--- config.mk ---
export PLATFORM = sky130hd
export DESIGN_NAME = wss_calc
export DESIGN_NICKNAME = d
export VERILOG_FILES = /design/src/rtl/wss_pkg.sv /design/src/rtl/wss_calc.sv
export SDC_FILE = /design/constraint.sdc
export NUM_CORES = 2
export LEC_CHECK = 0
export BUFFER_PORTS_ARGS = -buffer_cell sky130_fd_sc_hd__clkbuf_2
export CORE_UTILIZATION = 65
export DETAILED_ROUTE_END_ITERATION = 6
export PLACE_DENSITY_LB_ADDON = 0.3
export SYNTH_ARGS = -nofsm -noshare
export SYNTH_HDL_FRONTEND = slang
export SYNTH_SLANG_ARGS = --single-unit
export TNS_END_PERCENT = 20
--- constraint.sdc ---
create_clock -name i_clk -period 14.9 [get_ports i_clk]
set_input_delay 0.745 -clock i_clk [delete_from_list [all_inputs] [get_ports i_clk]]
set_output_delay 0.745 -clock i_clk [all_outputs]
set_load 0.05 [all_outputs]
--- src/rtl/wss_pkg.sv ---
`default_nettype none

package wss_pkg;

    localparam int GRID_MAX   = 63;
    localparam int VALUE_BITS = 32;
    localparam int GRID_BITS  = 6;
    localparam int COEF_BITS  = 16;
    localparam int GRID_RESET = 63;

    localparam int CFG_INDEX_BITS = 2;
    localparam int CFG_DATA_BITS  = 16;

    localparam int IN_TDATA_W  = ((2 * VALUE_BITS + 7) / 8) * 8;
    localparam int OUT_TDATA_W = ((VALUE_BITS + 7) / 8) * 8;

    // grid geometry
    localparam int AXIS_W    = $clog2(GRID_MAX + 1);
    localparam int PLANE_MAX = (GRID_MAX + 1) * (GRID_MAX + 1);
    localparam int FILL_W    = $clog2(PLANE_MAX);
    localparam int PLEN_MAX  = GRID_MAX * (GRID_MAX + 1);
    localparam int PLEN_W    = $clog2(PLEN_MAX);
    localparam int ROW_W     = $clog2(GRID_MAX);

    localparam int RESET_N          = (GRID_RESET > GRID_MAX) ? GRID_MAX : GRID_RESET;
    localparam int RESET_PLANE_LAST = (RESET_N + 1) * (RESET_N + 1) - 1;
    localparam int RESET_PLEN_LAST  = RESET_N * (RESET_N + 1) - 1;
    localparam int RESET_ROW_LAST   = RESET_N - 1;

    // arithmetic widths
    localparam int PAIR_W = VALUE_BITS + 1;
    localparam int SUM_W  = VALUE_BITS + 3;
    localparam int LAP_W  = VALUE_BITS + 4;
    localparam int BASE_W = VALUE_BITS + 2;
    localparam int PROD_W = LAP_W + COEF_BITS + 1;
    localparam int R_W    = LAP_W + 1;
    localparam int ACC_W  = R_W + 1;

    localparam logic signed [VALUE_BITS-1:0] VALUE_MAX = {1'b0, {(VALUE_BITS-1){1'b1}}};
    localparam logic signed [VALUE_BITS-1:0] VALUE_MIN = {1'b1, {(VALUE_BITS-1){1'b0}}};

    typedef enum logic [CFG_INDEX_BITS-1:0] {
        CFG_GRID_N     = 2'd0,
        CFG_COEF       = 2'd1,
        CFG_FIRST_STEP = 2'd2
    } t_cfg_idx;

    typedef logic signed [VALUE_BITS-1:0] t_value;

    // the seven stencil points of one center plus its previous value
    typedef struct packed {
        t_value up_plane;
        t_value up_row;
        t_value up_col;
        t_value center;
        t_value dn_col;
        t_value dn_row;
        t_value dn_plane;
        t_value prev;
    } t_taps;

    typedef struct packed {
        logic              shift;
        logic              clear;
        logic [PLEN_W-1:0] plane_last;
        logic [ROW_W-1:0]  row_last;
    } t_win_ctl;

    function automatic logic [AXIS_W-1:0] eff_grid(input logic [GRID_BITS-1:0] v);
        int w;
        w = int'(v);
        if (w < 2) w = 2;
        if (w > GRID_MAX) w = GRID_MAX;
        return AXIS_W'(w);
    endfunction

endpackage

`default_nettype wire

--- src/rtl/wss_calc.sv ---
`default_nettype none

// Six-stage elastic update pipeline; the last stage is the output register.
module wss_calc (
    input  logic                             i_clk,
    input  logic                             i_rst_n,
    input  logic                             i_valid,
    output logic                             o_ready,
    input  wss_pkg::t_taps                   i_taps,
    input  logic                             i_face,
    input  logic                             i_last,
    input  logic [wss_pkg::COEF_BITS-1:0]    i_coef,
    input  logic                             i_first,
    output logic                             o_valid,
    input  logic                             i_ready,
    output wss_pkg::t_value                  o_value,
    output logic                             o_last
);

    localparam int NST = 6;

    logic [NST-1:0] r_vld;
    logic [NST-1:0] ld;
    logic [NST-1:0] r_face, r_last;

    logic signed [wss_pkg::PAIR_W-1:0] r1_col, r1_row, r1_pln;
    wss_pkg::t_value                   r1_c, r1_p;
    logic signed [wss_pkg::SUM_W-1:0]  r2_sum, r2_c6;
    logic signed [wss_pkg::BASE_W-1:0] r2_base, r3_base, r4_base, r5_base;
    logic signed [wss_pkg::LAP_W-1:0]  r3_lap;
    logic signed [wss_pkg::PROD_W-1:0] r4_prod;
    logic signed [wss_pkg::PROD_W-1:0] n5_t, n5_rnd;
    logic signed [wss_pkg::R_W-1:0]    r5_r;
    logic signed [wss_pkg::ACC_W-1:0]  n6_acc;
    wss_pkg::t_value                   r6_value, n6_value;

    always_comb begin
        ld[NST-1] = !r_vld[NST-1] || i_ready;
        for (int s = NST - 2; s >= 0; s--) begin
            ld[s] = !r_vld[s] || ld[s+1];
        end
    end

    assign o_ready = ld[0];

    always_ff @(posedge i_clk) begin
        if (!i_rst_n) begin
            r_vld <= '0;
        end else begin
            if (ld[0]) r_vld[0] <= i_valid;
            for (int s = 1; s < NST; s++) begin
                if (ld[s]) r_vld[s] <= r_vld[s-1];
            end
        end
    end

    always_ff @(posedge i_clk) begin
        if (ld[0]) begin
            r_face[0] <= i_face;
            r_last[0] <= i_last;
        end
        for (int s = 1; s < NST; s++) begin
            if (ld[s]) begin
                r_face[s] <= r_face[s-1];
                r_last[s] <= r_last[s-1];
            end
        end
    end

    // stage 1: pair the opposite neighbors
    always_ff @(posedge i_clk) begin
        if (ld[0]) begin
            r1_col <= wss_pkg::PAIR_W'(i_taps.up_col) + wss_pkg::PAIR_W'(i_taps.dn_col);
            r1_row <= wss_pkg::PAIR_W'(i_taps.up_row) + wss_pkg::PAIR_W'(i_taps.dn_row);
            r1_pln <= wss_pkg::PAIR_W'(i_taps.up_plane) + wss_pkg::PAIR_W'(i_taps.dn_plane);
            r1_c   <= i_taps.center;
            r1_p   <= i_taps.prev;
        end
    end

    // stage 2: neighbor sum, 6c, and the part that does not scale with coef
    always_ff @(posedge i_clk) begin
        if (ld[1]) begin
            r2_sum <= wss_pkg::SUM_W'(r1_col) + wss_pkg::SUM_W'(r1_row)
                      + wss_pkg::SUM_W'(r1_pln);
            r2_c6  <= (wss_pkg::SUM_W'(r1_c) <<< 2) + (wss_pkg::SUM_W'(r1_c) <<< 1);
            if (i_first) begin
                r2_base <= wss_pkg::BASE_W'(r1_c);
            end else begin
                r2_base <= (wss_pkg::BASE_W'(r1_c) <<< 1) - wss_pkg::BASE_W'(r1_p);
            end
        end
    end

    // stage 3: laplacian
    always_ff @(posedge i_clk) begin
        if (ld[2]) begin
            r3_lap  <= wss_pkg::LAP_W'(r2_sum) - wss_pkg::LAP_W'(r2_c6);
            r3_base <= r2_base;
        end
    end

    // stage 4: scale by coef (unsigned)
    always_ff @(posedge i_clk) begin
        if (ld[3]) begin
            r4_prod <= r3_lap * $signed({1'b0, i_coef});
            r4_base <= r3_base;
        end
    end

    // stage 5: round half up; first step halves the coefficient
    always_comb begin
        n5_rnd = i_first ? wss_pkg::PROD_W'(2 ** wss_pkg::COEF_BITS)
                         : wss_pkg::PROD_W'(2 ** (wss_pkg::COEF_BITS - 1));
        n5_t   = r4_prod + n5_rnd;
    end

    always_ff @(posedge i_clk) begin
        if (ld[4]) begin
            if (i_first) begin
                r5_r <= wss_pkg::R_W'(n5_t >>> (wss_pkg::COEF_BITS + 1));
            end else begin
                r5_r <= wss_pkg::R_W'(n5_t >>> wss_pkg::COEF_BITS);
            end
            r5_base <= r4_base;
        end
    end

    // stage 6: final add and saturation; faces are forced to zero
    always_comb begin
        n6_acc = wss_pkg::ACC_W'(r5_base) + wss_pkg::ACC_W'(r5_r);
        if (r_face[4]) begin
            n6_value = '0;
        end else if (n6_acc > wss_pkg::ACC_W'(wss_pkg::VALUE_MAX)) begin
            n6_value = wss_pkg::VALUE_MAX;
        end else if (n6_acc < wss_pkg::ACC_W'(wss_pkg::VALUE_MIN)) begin
            n6_value = wss_pkg::VALUE_MIN;
        end else begin
            n6_value = wss_pkg::VALUE_BITS'(n6_acc);
        end
    end

    always_ff @(posedge i_clk) begin
        if (ld[5]) begin
            r6_value <= n6_value;
        end
    end

    assign o_valid = r_vld[NST-1];
    assign o_value = r6_value;
    assign o_last  = r_last[NST-1];

endmodule

`default_nettype wire

==> out/metrics.yaml <==
global_routing:
  gr-total-overflow: 0
  grt_pass1_wl_um: 194000
  grt_antenna_before_repair: 4
  grt_use_total_pct: 31.6
  grt_max_degree: 106
  grt_pass1_vias: 37700
layout:
  drive_above_1_share_pct: 8.92
  utilization_pct: 71.8
  antenna_cells: 0
  postLayoutCellArea_sq_um: 54900
  syn2layout_area_growth_pct: 8.43
  nets: 6425
critical_path:
  worst-r2r-cell-count: 23
  cpMostUsedCell: "fa_1"
  worst_setup_path_start_kind: "flip-flop"
  r2r_slack_ns: 7.02
  r2r_start: "r3_lap[8]$_DFFE_PP_"
  cp-end-kind: "flip-flop"
  crit_fanout: 16
  worstSetupPathType: "reg2reg"
  cp_num_buf_inv: 4
  r2r-end: "r4_prod[52]$_DFFE_PP_"
  cpMaxStageDelayCell: "edfxtp_1"
  cpPeakStageDelay_ns: 1.09
  worstPathCellList: "nand2_1 > fa_1 > inv_1 > fa_1 > fa_1 > fa_1 > fa_1 > inv_1 > fa_1 > inv_1 > ha_1 > a21o_1 > a21oi_1 > nor2b_1 > a2111oi_0 > buf_4 > a21oi_1 > o2111ai_1 > a211oi_1 > o21a_1 > o41ai_1 > o21ba_2 > xnor2_1"
  cp_data_arrival_time_ns: 8.25
  crit_required_ns: 15.28
  cpLargestDelayFamily: "adder cells"
die:
  dieArea_sq_um: 79000
  rows: 101
  die_h_um: 281
  die_x_um: 281
  io_pins: 314
  start_util_pct: 66.2
  core_sq_um: 76500
clocking:
  ctsHoldBuffers: 0
  postCtsResizedCells: 0
  cts_root_buffer: "clkbuf_16"
  cts_buffers: 53
  htreeDepth: 2
  post_cts_buffers: 0
  cts_buffer_depth: 3
  clock_sinks: 528
  clk_pin_slew_worst_paths_ns: 0.07
  cts_tree: "yes"
  insertion_delay_ns: 0.63
outcome:
  status: "finished, final reports clean"
timing:
  drv_slew: 0
  tightest_slew_ns: 1.13
  fin_setup_tns_ns: 0
  slew_headroom_pct: 25.0
  skew_ns: 0.0531
  period_needed_ns: 7.88
  layout_setup_ws_ns: 7.02
  final.period_utilization_pct: 52.9
  max_freq_ghz: 0.127
  rsz0062_at_grt: "false"
  setup_violations: 0
  hold_violations: 0
synth:
  synthCells: 4931
  syn-cell-area_sq_um: 50600
  yosys_most_used_dff: "edfxtp_1"
  synth_edf_count: 522
  syn_area_per_cell_sq_um: 10.3
  synth_warnings: 0
  ys_seq_elements: 528
  yosysTopAreaCell: "edfxtp_1"
  ys_types: 85
  syn_nets: 6182
  synthTopCellsByArea: "edfxtp_1 (31%), fa_1 (23%), ha_1 (9.6%)"
  yosysSeqAreaShare_pct: 31.2
  yosys.area.top_type_share_pct: 31.0
  synth-async-reset-ratio_pct: 0
place:
  io_buffers: 313
  dpl-instance-area_sq_um: 53100
  pre_cts_ws_ns: 6.64
  hpwlAfterDp_um: 91800
  gp_congestion: 0.970
drt:
  post-route-drc-count: 0
  wl_per_cell_um: 19.4
  routed_wirelength_um: 121000
  via_per_inst: 5.90
  num_vias: 36800
  drt_iter0_drc: 2726
  firstDrtPassIters: 6
  ant_nets: 0
min_path:
  hp-start: "i_taps[137]"
  hp-class: "in2reg"
  holdPathStages: 1
  whs_endpoint: "r1_c[9]$_DFFE_PP_"
run:
  drv_cap: 0
worst max-delay path by stage:
stage / to / slack (ns) / startpoint / cells past startpoint
after floorplan: r1_c[0]$_DFFE_PP_ / 7.59 / i_ready / 4
after global placement: r4_prod[52]$_DFFE_PP_ / 6.87 / i_coef[8] / 24
after detailed placement: r4_prod[52]$_DFFE_PP_ / 6.64 / i_coef[8] / 24
after CTS: r4_prod[52]$_DFFE_PP_ / 7.12 / r3_lap[9]$_DFFE_PP_ / 23
after global routing: r4_prod[52]$_DFFE_PP_ / 6.75 / r3_lap[8]$_DFFE_PP_ / 23
final: r4_prod[52]$_DFFE_PP_ / 7.02 / r3_lap[8]$_DFFE_PP_ / 23
stage by stage:
step                instances  hold slack (ns)
CTS                      6245            0.259
global placement         6149            0.402
finish                   6245            0.289
detailed placement       6149            0.405
floorplan                4931            0.400
global route             6245            0.264
final cells by class:
class	count	area, sq um
clock buffers	62	1360
flip-flops and latches	528	15800
repair buffers	337	1750
inverters	773	2900
fillers	5493	21600
multi-input cells	3481	31400
clock inverters	34	422
well taps	1030	1290
worst reg2reg max path, delay by kind of cell, from the launching register on:
kind / cells / cell delay (ns)
DFF: 1 / 1.09
AOI/OAI and AO/OA: 9 / 2.55
and+or+nand+nor: 2 / 0.25
buffers and inverters: 4 / 0.33
adders and majority gates: 7 / 3.35
xor gates and xnor gates: 1 / 0.06
sequential cells by signal, indices dropped and copies added, names as in the netlist, 33 cells and up:
register and count:
r4_prod 38, r3_base 34, r1_pln 33, r5_r 37, r2_c6 34, r1_row 33
r1_col 33, r3_lap 36, r2_base 34, r2_sum 35, r5_base 34, r4_base 34
synthesized netlist by cell type, types with 10 or more instances:
master,number
fa_1,585
clkbuf_1,134
o21a_1,54
or3_1,13
and4_1,10
o211ai_1,13
a31oi_1,47
a311oi_1,10
nor2_1,208
mux2i_1,21
o21bai_1,33
nor2b_1,46
nand4_1,32
ha_1,387
a211oi_1,23
o31ai_1,16
inv_1,773
or2_2,10
and2_1,220
o21ai_0,159
nand2b_1,39
a21o_1,188
edfxtp_1,522
nor3_1,54
a21boi_0,14
and3_1,35
a21oi_1,260
xnor2_1,194
xor2_1,72
nand2_1,542
nand3_1,62
cell usage in the layout, fill, tap and decap left out, types with 61 or more instances in the layout:
cell type and count:
a21oi_1 260, a21o_1 188, and2_1 220, xnor2_1 194
nand2_1 540, inv_1 771, o21ai_0 159, fa_1 585
xor2_1 72, nand3_1 61, clkbuf_2 312, nor2_1 208
edfxtp_1 522, ha_1 387
routing by layer:
layer | share of wire (%) | track usage [%] | up-vias | wire length [um]
li1 | - | - | 16900 | -
met1 | 38 | 39.0 | 17800 | 46300
met2 | 49 | 54.6 | 1693 | 59300
met3 | 8.1 | 5.35 | 353 | 9840
met4 | 4.9 | 13.8 | 6 | 5920
met5 | 0.033 | 0 | - | 40
cells by family (layout without fill, tap and decap cells):
logic type      after synthesis  after routing  share of synthesized area [%]
buf+inv                     922           1206                           6.91
mux                          28             28                          0.571
compound gates              919            919                           11.9
xor+xnor                    266            266                           4.60
flops                       528            528                           31.2
simple gates               1296           1296                           12.2
fa+ha+maj                   972            972                           32.7
Power is not shown: default switching activity piles up to over one toggle a cycle in this logic, so the estimate is an artifact.
